===== src/frb_pkg.sv =====
// shared types and constants for the fifo/lifo ring buffer
// used by frb_cell, frb_ctrl and fifo_lifo_ring_buffer_top; no dependencies
package frb_pkg;

  localparam int MAX_ELEMENTS = 16;
  localparam int ELEMENT_BITS = 32;
  localparam int CNT_W        = 5;
  localparam int IDX_W        = $clog2(MAX_ELEMENTS);
  localparam int CFG_IDX_W    = 2;
  localparam int STATUS_W     = 2;

  // register indexes on the configuration port
  localparam logic [CFG_IDX_W-1:0] CFG_CAPACITY  = 2'd0;
  localparam logic [CFG_IDX_W-1:0] CFG_STACK     = 2'd1;
  localparam logic [CFG_IDX_W-1:0] CFG_OVERWRITE = 2'd2;

  // request commands
  localparam logic CMD_PUSH = 1'b0;
  localparam logic CMD_POP  = 1'b1;

  // result status codes
  localparam logic [STATUS_W-1:0] ST_OK        = 2'd0;
  localparam logic [STATUS_W-1:0] ST_REJECT    = 2'd1;
  localparam logic [STATUS_W-1:0] ST_EMPTY     = 2'd2;
  localparam logic [STATUS_W-1:0] ST_OVERWRITE = 2'd3;

  typedef struct packed {
    logic shift_up;
    logic shift_down;
  } cell_ctl_t;

  typedef struct packed {
    logic [ELEMENT_BITS-1:0] pop_data;
    logic [STATUS_W-1:0]     status;
    logic                    is_empty;
    logic                    is_full;
    logic [CNT_W-1:0]        element_count;
  } result_t;

endpackage


===== src/frb_cell.sv =====
// one storage cell of the element chain; cell k holds the k-th newest element
// depends on frb_pkg
module frb_cell (
  input  logic                              clk_i,
  input  frb_pkg::cell_ctl_t                ctl_i,
  input  logic [frb_pkg::ELEMENT_BITS-1:0]  up_i,
  input  logic [frb_pkg::ELEMENT_BITS-1:0]  down_i,
  output logic [frb_pkg::ELEMENT_BITS-1:0]  data_o
);

  logic [frb_pkg::ELEMENT_BITS-1:0] data_q;
  logic [frb_pkg::ELEMENT_BITS-1:0] data_d;

  always_comb begin
    data_d = data_q;
    if (ctl_i.shift_up) begin
      data_d = up_i;
    end else if (ctl_i.shift_down) begin
      data_d = down_i;
    end
  end

  always_ff @(posedge clk_i) begin
    data_q <= data_d;
  end

  assign data_o = data_q;

endmodule


===== src/frb_ctrl.sv =====
// occupancy counter, configuration registers and request decode
// depends on frb_pkg; drives the shift controls of the frb_cell chain
module frb_ctrl (
  input  logic                                               clk_i,
  input  logic                                               rst_ni,
  input  logic                                               cfg_valid_i,
  input  logic [frb_pkg::CFG_IDX_W-1:0]                      cfg_index_i,
  input  logic [frb_pkg::CNT_W-1:0]                          cfg_data_i,
  input  logic                                               req_i,
  input  logic                                               command_i,
  input  logic [frb_pkg::MAX_ELEMENTS-1:0][frb_pkg::ELEMENT_BITS-1:0] cells_i,
  output frb_pkg::cell_ctl_t                                 ctl_o,
  output frb_pkg::result_t                                   res_o
);

  logic [frb_pkg::CNT_W-1:0] count_q, count_d;
  logic [frb_pkg::CNT_W-1:0] cap_q;
  logic                      stack_q;
  logic                      ow_q;
  logic [frb_pkg::CNT_W-1:0] cap_eff;
  logic                      full;
  logic [frb_pkg::CNT_W-1:0] last_pos;
  logic [frb_pkg::IDX_W-1:0] oldest_idx;

  always_comb begin
    if (cap_q == '0) begin
      cap_eff = frb_pkg::CNT_W'(1);
    end else if (cap_q > frb_pkg::CNT_W'(frb_pkg::MAX_ELEMENTS)) begin
      cap_eff = frb_pkg::CNT_W'(frb_pkg::MAX_ELEMENTS);
    end else begin
      cap_eff = cap_q;
    end
  end

  assign full       = count_q >= cap_eff;
  assign last_pos   = count_q - frb_pkg::CNT_W'(1);
  assign oldest_idx = last_pos[frb_pkg::IDX_W-1:0];

  always_comb begin
    count_d            = count_q;
    ctl_o              = '0;
    res_o.pop_data     = '0;
    res_o.status       = frb_pkg::ST_OK;
    if (command_i == frb_pkg::CMD_PUSH) begin
      if (full && !ow_q) begin
        res_o.status = frb_pkg::ST_REJECT;
      end else begin
        // the chain shifts toward the old end; an overwritten element falls off
        ctl_o.shift_up = req_i;
        if (full) begin
          res_o.status = frb_pkg::ST_OVERWRITE;
        end else begin
          count_d = count_q + frb_pkg::CNT_W'(1);
        end
      end
    end else begin
      if (count_q == '0) begin
        res_o.status = frb_pkg::ST_EMPTY;
      end else if (stack_q) begin
        res_o.pop_data   = cells_i[0];
        ctl_o.shift_down = req_i;
        count_d          = last_pos;
      end else begin
        // oldest element sits at the far end of the occupied cells
        res_o.pop_data = cells_i[oldest_idx];
        count_d        = last_pos;
      end
    end
    res_o.element_count = count_d;
    res_o.is_empty      = count_d == '0;
    res_o.is_full       = count_d >= cap_eff;
  end

  always_ff @(posedge clk_i or negedge rst_ni) begin
    if (!rst_ni) begin
      count_q <= '0;
      cap_q   <= frb_pkg::CNT_W'(frb_pkg::MAX_ELEMENTS);
      stack_q <= 1'b0;
      ow_q    <= 1'b0;
    end else begin
      if (req_i) begin
        count_q <= count_d;
      end
      if (cfg_valid_i) begin
        case (cfg_index_i)
          frb_pkg::CFG_CAPACITY:  cap_q   <= cfg_data_i;
          frb_pkg::CFG_STACK:     stack_q <= cfg_data_i[0];
          frb_pkg::CFG_OVERWRITE: ow_q    <= cfg_data_i[0];
          default: ;
        endcase
      end
    end
  end

endmodule


===== src/fifo_lifo_ring_buffer_top.sv =====
// top level of the fifo/lifo ring buffer: cell chain, control and output skid
// depends on frb_pkg, frb_cell and frb_ctrl

// Accepts one push or pop request per clock cycle while in_stall_o is low and
// returns exactly one result per request, registered in the output register
// or, behind a held output, in the skid stage. Elements live in a row of 16
// cells ordered newest first: a push shifts the whole row by one cell, a stack
// pop shifts it back, and a queue pop reads the oldest occupied cell.
// An output register plus a one-entry skid stage let a new request in while
// a result waits; in_stall_o rises only when both are full.
// Configuration writes are always ready and should only be made while idle.
module fifo_lifo_ring_buffer_top (
  input  logic                                clk_i,
  input  logic                                rst_ni,
  input  logic                                cfg_valid_i,
  output logic                                cfg_ready_o,
  input  logic [frb_pkg::CFG_IDX_W-1:0]       cfg_index_i,
  input  logic [frb_pkg::CNT_W-1:0]           cfg_data_i,
  input  logic                                in_valid_i,
  output logic                                in_stall_o,
  input  logic                                command_i,
  input  logic [frb_pkg::ELEMENT_BITS-1:0]    push_data_i,
  output logic                                out_valid_o,
  input  logic                                out_stall_i,
  output logic [frb_pkg::ELEMENT_BITS-1:0]    pop_data_o,
  output logic [frb_pkg::STATUS_W-1:0]        status_o,
  output logic                                is_empty_o,
  output logic                                is_full_o,
  output logic [frb_pkg::CNT_W-1:0]           element_count_o
);

  logic [frb_pkg::MAX_ELEMENTS-1:0][frb_pkg::ELEMENT_BITS-1:0] cells;
  frb_pkg::cell_ctl_t ctl;
  frb_pkg::result_t   res;
  frb_pkg::result_t   out_q, skid_q;
  logic               out_valid_q, skid_valid_q;
  logic               in_acc;
  logic               out_take;
  logic               out_free;

  assign cfg_ready_o = 1'b1;
  assign in_stall_o  = skid_valid_q;
  assign in_acc      = in_valid_i && !skid_valid_q;
  assign out_take    = out_valid_q && !out_stall_i;
  assign out_free    = !out_valid_q || out_take;

  frb_ctrl u_ctrl (
    .clk_i       (clk_i),
    .rst_ni      (rst_ni),
    .cfg_valid_i (cfg_valid_i),
    .cfg_index_i (cfg_index_i),
    .cfg_data_i  (cfg_data_i),
    .req_i       (in_acc),
    .command_i   (command_i),
    .cells_i     (cells),
    .ctl_o       (ctl),
    .res_o       (res)
  );

  for (genvar k = 0; k < frb_pkg::MAX_ELEMENTS; k++) begin : g_cell
    logic [frb_pkg::ELEMENT_BITS-1:0] up_data;
    logic [frb_pkg::ELEMENT_BITS-1:0] down_data;
    if (k == 0) begin : g_first
      assign up_data = push_data_i;
    end else begin : g_mid
      assign up_data = cells[k-1];
    end
    if (k == frb_pkg::MAX_ELEMENTS - 1) begin : g_last
      assign down_data = '0;
    end else begin : g_inner
      assign down_data = cells[k+1];
    end
    frb_cell u_cell (
      .clk_i  (clk_i),
      .ctl_i  (ctl),
      .up_i   (up_data),
      .down_i (down_data),
      .data_o (cells[k])
    );
  end

  always_ff @(posedge clk_i or negedge rst_ni) begin
    if (!rst_ni) begin
      out_valid_q  <= 1'b0;
      skid_valid_q <= 1'b0;
    end else begin
      if (out_free) begin
        if (skid_valid_q) begin
          out_valid_q  <= 1'b1;
          skid_valid_q <= 1'b0;
        end else begin
          out_valid_q <= in_acc;
        end
      end else if (in_acc) begin
        skid_valid_q <= 1'b1;
      end
    end
  end

  always_ff @(posedge clk_i) begin
    if (out_free) begin
      if (skid_valid_q) begin
        out_q <= skid_q;
      end else if (in_acc) begin
        out_q <= res;
      end
    end else if (in_acc) begin
      skid_q <= res;
    end
  end

  assign out_valid_o     = out_valid_q;
  assign pop_data_o      = out_q.pop_data;
  assign status_o        = out_q.status;
  assign is_empty_o      = out_q.is_empty;
  assign is_full_o       = out_q.is_full;
  assign element_count_o = out_q.element_count;

  // skid stage only fills behind a held output
  a_skid_behind_out: assert property (@(posedge clk_i) disable iff (!rst_ni)
    skid_valid_q |-> out_valid_q)
    else $error("skid entry without output entry");

  a_empty_pop_zero: assert property (@(posedge clk_i) disable iff (!rst_ni)
    (out_valid_o && status_o == frb_pkg::ST_EMPTY) |-> (pop_data_o == '0 && is_empty_o))
    else $error("pop on empty returned data or nonempty flag");

  a_empty_flag: assert property (@(posedge clk_i) disable iff (!rst_ni)
    out_valid_o |-> (is_empty_o == (element_count_o == '0)))
    else $error("empty flag disagrees with count");

  a_count_range: assert property (@(posedge clk_i) disable iff (!rst_ni)
    out_valid_o |-> (element_count_o <= frb_pkg::CNT_W'(frb_pkg::MAX_ELEMENTS)))
    else $error("element count above store depth");

  a_req_to_result: assert property (@(posedge clk_i) disable iff (!rst_ni)
    (in_acc && !out_valid_q) |=> out_valid_q)
    else $error("accepted request produced no result");

endmodule

===== config.mk =====
export PLATFORM = sky130hd
export DESIGN_NAME = fifo_lifo_ring_buffer_top
export DESIGN_NICKNAME = d
export VERILOG_FILES = /design/src/frb_pkg.sv /design/src/frb_cell.sv /design/src/frb_ctrl.sv /design/src/fifo_lifo_ring_buffer_top.sv
export SDC_FILE = /design/constraint.sdc
export NUM_CORES = 1
export LEC_CHECK = 0
export BUFFER_PORTS_ARGS = -buffer_cell sky130_fd_sc_hd__buf_2
export CAP_MARGIN = 20
export CORE_ASPECT_RATIO = 1.25
export CORE_MARGIN = 2
export CORE_UTILIZATION = 60
export CTS_BUF_LIST = sky130_fd_sc_hd__clkbuf_16
export DETAILED_ROUTE_END_ITERATION = 10
export GPL_ROUTABILITY_DRIVEN = 0
export PLACE_DENSITY = 0.77
export REMOVE_ABC_BUFFERS = 1
export SLEW_MARGIN = 20
export SYNTH_ARGS = -nofsm -noshare
export SYNTH_HDL_FRONTEND = slang
export SYNTH_HIERARCHICAL = 1
export SYNTH_SLANG_ARGS = --single-unit

===== constraint.sdc =====
create_clock -name clk_i -period 6.5 [get_ports clk_i]
set_input_delay 1.3 -clock clk_i [delete_from_list [all_inputs] [get_ports clk_i]]
set_output_delay 1.3 -clock clk_i [all_outputs]
set_load 0.01 [all_outputs]

### After elaboration in Yosys (flattened, before gate mapping)

Index checks and enable logic that the tools add are counted.

* register bits: 608
* input port bits: 45
* output and inout port bits: 44
* word-level logic and storage cells: 118

* add/sub/neg operators: 2
* order comparisons: 4
* eq/ne operators: 2
* multiplexer cells: 57
* bitwise operators: 1
* reductions and logical operators: 20

Operator list (count)
* two-way mux 32 bit: 36
* binary-select mux 32 bit (select 4 bit): 1
* two-way mux 41 bit: 2
* two-way mux 5 bit: 6
* zero test 5 bit: 3
* greater-or-equal comparator 5 bit: 2
* AND reduction 2 bit: 5
* two-way mux 1 bit: 8
* two-way mux 2 bit: 4
* nonzero test 2 bit: 3
* adder 5 x 1 -> 5 bit, second input constant: 1
* > comparator 5 bit, second input constant: 1
* < comparator 4 x 5 -> 1 bit, second input constant: 1
* subtractor 5 x 1 -> 5 bit, second input constant: 1
* zero test 1 bit: 4
* logical AND 1 bit: 3
* == test 2 x 1 -> 1 bit, second input constant: 1
* == test 2 bit, second input constant: 1
* zero test 2 bit: 1
* logical OR 1 bit: 1
* NOT 1 bit: 1

### Depth between registers and ports, before layout

* depth after elaboration: 10
* depth in mapped cells: 18
* gate-level depth less buffers: 17

### Cells and area by module

Netlist, hierarchy kept.

Modules (own cells, without submodules)
* frb_cell: times used 16, cells each 69, area each 1507.7 sq um, sequential area each 960.9 sq um
* frb_ctrl: times used 1, cells each 461, area each 5275.1 sq um, sequential area each 301.5 sq um
* fifo_lifo_ring_buffer_top: times used 1, cells each 138, area each 3246.9 sq um, sequential area each 2512.4 sq um

### Worst setup path before layout

Ideal clock, no wire load.

* path kind: reg-to-reg
* from: register u_ctrl/count_q[0] (netlist bit)
* to: register g_cell[0].u_cell.data_q (netlist bit g_cell[0].u_cell/data_o[0]), enable pin
* setup time: 391 ps
* arrival time: 4953 ps
* required time: 6109 ps
* slack: 1156 ps
* cell stages (with the launch flop): 15
* buffers on the path: 5
* period minus slack after synthesis: 5344 ps
* cell sequence: dfrtp_1 -> buf_4 -> buf_4 -> buf_2 -> inv_1 -> ha_1 -> nand2b_1 -> a31oi_2 -> nor2_1 -> nor2_1 -> nor2_1 -> nor3b_1 -> buf_6 -> buf_12 -> or2_1

RTL lines
* start, declared: line frb_ctrl.sv:16 `logic [frb_pkg::CNT_W-1:0] count_q, count_d;`
* start signal, assigned: line frb_ctrl.sv:82 `count_q <= count_d;`
* end signal, assigned: line frb_cell.sv:24 `data_q <= data_d;`
* end, declared: line frb_cell.sv:11 `logic [frb_pkg::ELEMENT_BITS-1:0] data_q;`

==> Flow_metrics.wiki <==
{| class="wikitable"
! Metric !! Value
|-
| Clk Tree Root Cell || clkbuf_16
|-
| Residual overflow from global routing || 0
|-
| Maximum clock insertion buffer count || 3
|-
| Vias in the first global route || ~17,000
|-
| CTS tree || yes
|-
| Critical Path RT || 6.87 ns
|-
| Largest fanout on the critical path || ~140
|-
| Pin count of the biggest net entering global routing || about 140
|-
| Final cycle utilization of the critical path || approximately 70%
|-
| Sort of element at the start of the critical path || flip-flop
|-
| Number of cell rows || 95
|-
| Number of antenna cells inserted || 0
|-
| Max-cap violation count || 0
|-
| Number of instances in the synthesized netlist || between 1,500 and 2,000
|-
| Actual slew at the worst max-slew pin || around 1.1 ns
|-
| Tot Pwr || 15.1 mW
|-
| DR pass1 iterations || 6
|-
| Number of buffers added by the clock tree synthesis step || between 60 and 70
|-
| Initial antenna violation count || 0
|-
| Element type at the critical path end || flip-flop
|-
| Worst endpoint data arrival time || 4.92 ns
|-
| Final ANT Viol Nets || 0
|-
| Minimum clock period || 4.55 ns
|-
| Reg clk slew, reported paths || ~0.060 ns
|-
| Peak VDD IR || 0.362 mV
|-
| Kind of critical path || reg -> reg
|-
| Sequential share of the synthesized area || 55.7%
|-
| Hold WS || 0.523 ns
|-
| Placeable core area || 53,700 µm²
|-
| Area Growth Syn to Fin || 7.04%
|-
| Fin. Hold Viols || 0
|-
| Path class of the lowest-slack min-delay path || reg -> reg
|-
| Post-DP HPWL || around 40,000 µm
|-
| Global-route usage over all layers || 25.2%
|-
| Max-Slew Margin vs Limit || roughly 27%
|-
| Warnings, synthesis || 6
|-
| Unrepaired setup endpoints after global routing || no
|-
| Total length of routed wires || 70,300 µm
|-
| Die outline area || 56,300 µm²
|-
| Flops & latches, synth || 608
|-
| Vias/cell || 6.39
|-
| Wirelength per Cell || 27.3 µm
|-
| Worst Clk Skew || 0.0175 ns
|-
| Number of I/O port buffers || 87
|-
| Synthesized area per cell || 19.2 µm²
|-
| Final Setup Violations || 0
|-
| Htree depth || 2
|-
| Slew Viols, Final || 0
|-
| Leakage power total || 12.8 nW
|-
| Setup fix buffers added after clock tree synthesis || 0
|-
| Number of violations reported at the end of detailed-routing iteration 0 || 1,714
|-
| Max Freq || 220 MHz
|-
| Top Ports || 89
|-
| Post-synthesis cell type count || 49
|-
| CTS sink cnt || 608
|-
| Total Negative Setup Slacks || 0 ns
|-
| Share of final-layout standard cells stronger than drive strength 1 || 50.2%
|-
| Power Dens Cells || 433 nW/µm²
|-
| Die span in y || approximately 260 µm
|-
| Post_cts resized || 0
|-
| Initial core utilization || 60.8%
|-
| Vias after detailed routing || 16,400
|-
| Cell Area, Synth || 32,600 µm²
|-
| DR DRC count || 0
|-
| DIE WIDTH || 213 µm
|-
| Wire length of the first global-routing pass || 107,000 µm
|-
| Nets@finish || 1,851
|-
| Outcome || completed
|-
| Clock network latency to the later pin of the worst-skew pair || 0.64 ns
|-
| Hold-fix buffer count after cts || 0
|}
## synth_stat cells, drive strengths merged
| cell | count | share of area (%) |
|---|---|---|
| dfstp | 1 | 0.081 |
| o2111ai | 1 | 0.027 |
| o211a | 2 | 0.061 |
| xnor2 | 5 | 0.16 |
| o31a | 1 | 0.027 |
| a21o | 33 | 0.76 |
| a22o | 1 | 0.027 |
| mux4 | 128 | 8.8 |
| a21oi | 37 | 0.57 |
| nor3b | 3 | 0.069 |
| conb | 2 | 0.023 |
| nand3 | 1 | 0.015 |
| a31oi | 1 | 0.038 |
| buf | 100 | 4.4 |
| a22oi | 64 | 1.5 |
| dfrtp | 13 | 1.0 |
| and3 | 2 | 0.038 |
| nor4b | 1 | 0.073 |
| mux2 | 560 | 25 |
| and4 | 2 | 0.054 |
| edfxtp | 594 | 55 |
| nand2b | 5 | 0.096 |
| mux2i | 1 | 0.031 |
| nand3b | 2 | 0.046 |
| o21ai | 6 | 0.092 |
| nor2 | 18 | 0.25 |
| xor2 | 2 | 0.054 |
| clkbuf | 26 | 0.31 |
| and4b | 1 | 0.031 |
| o311a | 1 | 0.065 |
| nor3 | 6 | 0.13 |
| o211ai | 1 | 0.023 |
| or2 | 16 | 0.31 |
| inv | 8 | 0.092 |
| nor2b | 2 | 0.038 |
| nand2 | 41 | 0.47 |
| a211o | 2 | 0.054 |
| ha | 12 | 0.46 |
| a2bb2oi | 1 | 0.027 |
## cell usage in the layout (no fill, tap or decap), drive strengths merged, types with 12 or more instances in the layout
cell / netlist / final
a21o: 33 / 33
a22oi: 64 / 64
nor2: 18 / 18
mux2: 560 / 560
or2: 16 / 16
clkbuf: 26 / 63
edfxtp: 594 / 594
inv: 8 / 18
buf: 100 / 123
a21oi: 37 / 37
ha: 12 / 12
clkinv: 0 / 33
conb: 2 / 33
dfrtp: 13 / 13
mux4: 128 / 128
nand2: 41 / 41
## worst paths after layout
check / startpoint / to / slack [ns] / depth (start not counted)
max: u_ctrl/count_q[2] / g_cell[14].u_cell/data_o[31] / 1.95 / 10
min: u_ctrl/cap_q[0] / u_ctrl/cap_q[0] / 0.52 / 1
max reg2reg: u_ctrl/count_q[2] / g_cell[14].u_cell/data_o[31] / 1.95 / 10
min reg2reg: u_ctrl/cap_q[0] / u_ctrl/cap_q[0] / 0.52 / 1
max in group asynchronous: rst_ni / u_ctrl/cap_q[4] / 5.65 / 1
min in group asynchronous: rst_ni / u_ctrl/count_q[2] / 0.56 / 1
## layer usage
| layer | wire (µm) | up-vias | global-route usage [%] |
|---|---|---|---|
| li1 | - | 7011 | - |
| met1 | 29800 | 8669 | 36.4 |
| met2 | 34600 | 648 | 41.2 |
| met3 | 4450 | 103 | 3.12 |
| met4 | 1480 | 0 | 6.18 |
| met5 | 0 | - | 0 |
## power by group
part | switching, mW | total, mW | internal (mW)
Clock | 1.53 | 3.47 | 1.95
Combinational | 2.92 | 5.86 | 2.95
Sequential | 0.478 | 5.79 | 5.31
## sequential cells by signal, indices dropped and copies added, names as in the netlist, 2 cells and up
signal and count:
u_ctrl/count_q 5, status_o 2, element_count_o 5, u_ctrl/cap_q 5
skid_q 41, g_cell.u_cell/data_o 512, pop_data_o 32
## critical path, stage by stage (launching register included)
cell and delay (ns):
dfrtp_1 0.67, ha_1 0.35, a211o_1 0.31, a31oi_2 0.32, nor2_1 0.10, nor2_1 0.17
nor2_1 0.09, nor3b_2 0.25, buf_12 0.58, buf_12 0.70, mux2_2 0.42
## stage by stage
stage | std cells | instance area, µm² | utilization, % | setup slack, ns
after global routing | 2572 | 34900 | 65.0 | 1.82
after global placement | 2458 | 33000 | 61.4 | 2.06
after detailed placement | 2458 | 33000 | 61.4 | 1.90
after CTS | 2572 | 34900 | 65.0 | 2.07
final | 2572 | 34900 | 65.0 | 1.95
after floorplan | 1608 | 31200 | - | -63.58
## final cells by class
class / instances / area [µm²]
fillers: 3680 / 18800
flip-flops and latches: 608 / 18200
multi-input cells: 992 / 13100
clock buffers: 63 / 1580
well taps: 727 / 910
repair buffers: 123 / 806
clock inverters: 51 / 367
inverters: 8 / 30.0
## kinds of logic after synthesis
family	after synthesis	synth area share [%]
AOI/OAI and AO/OA	151	3.24
xor gates and xnor gates	7	0.211
adders and majority gates	12	0.460
buffers and inverters	134	4.82
DFF	608	55.7
muxes	689	33.9
other	2	0.0230
and+or+nand+nor	100	1.62
No activity file was read; power rests on OpenSTA's default activity.
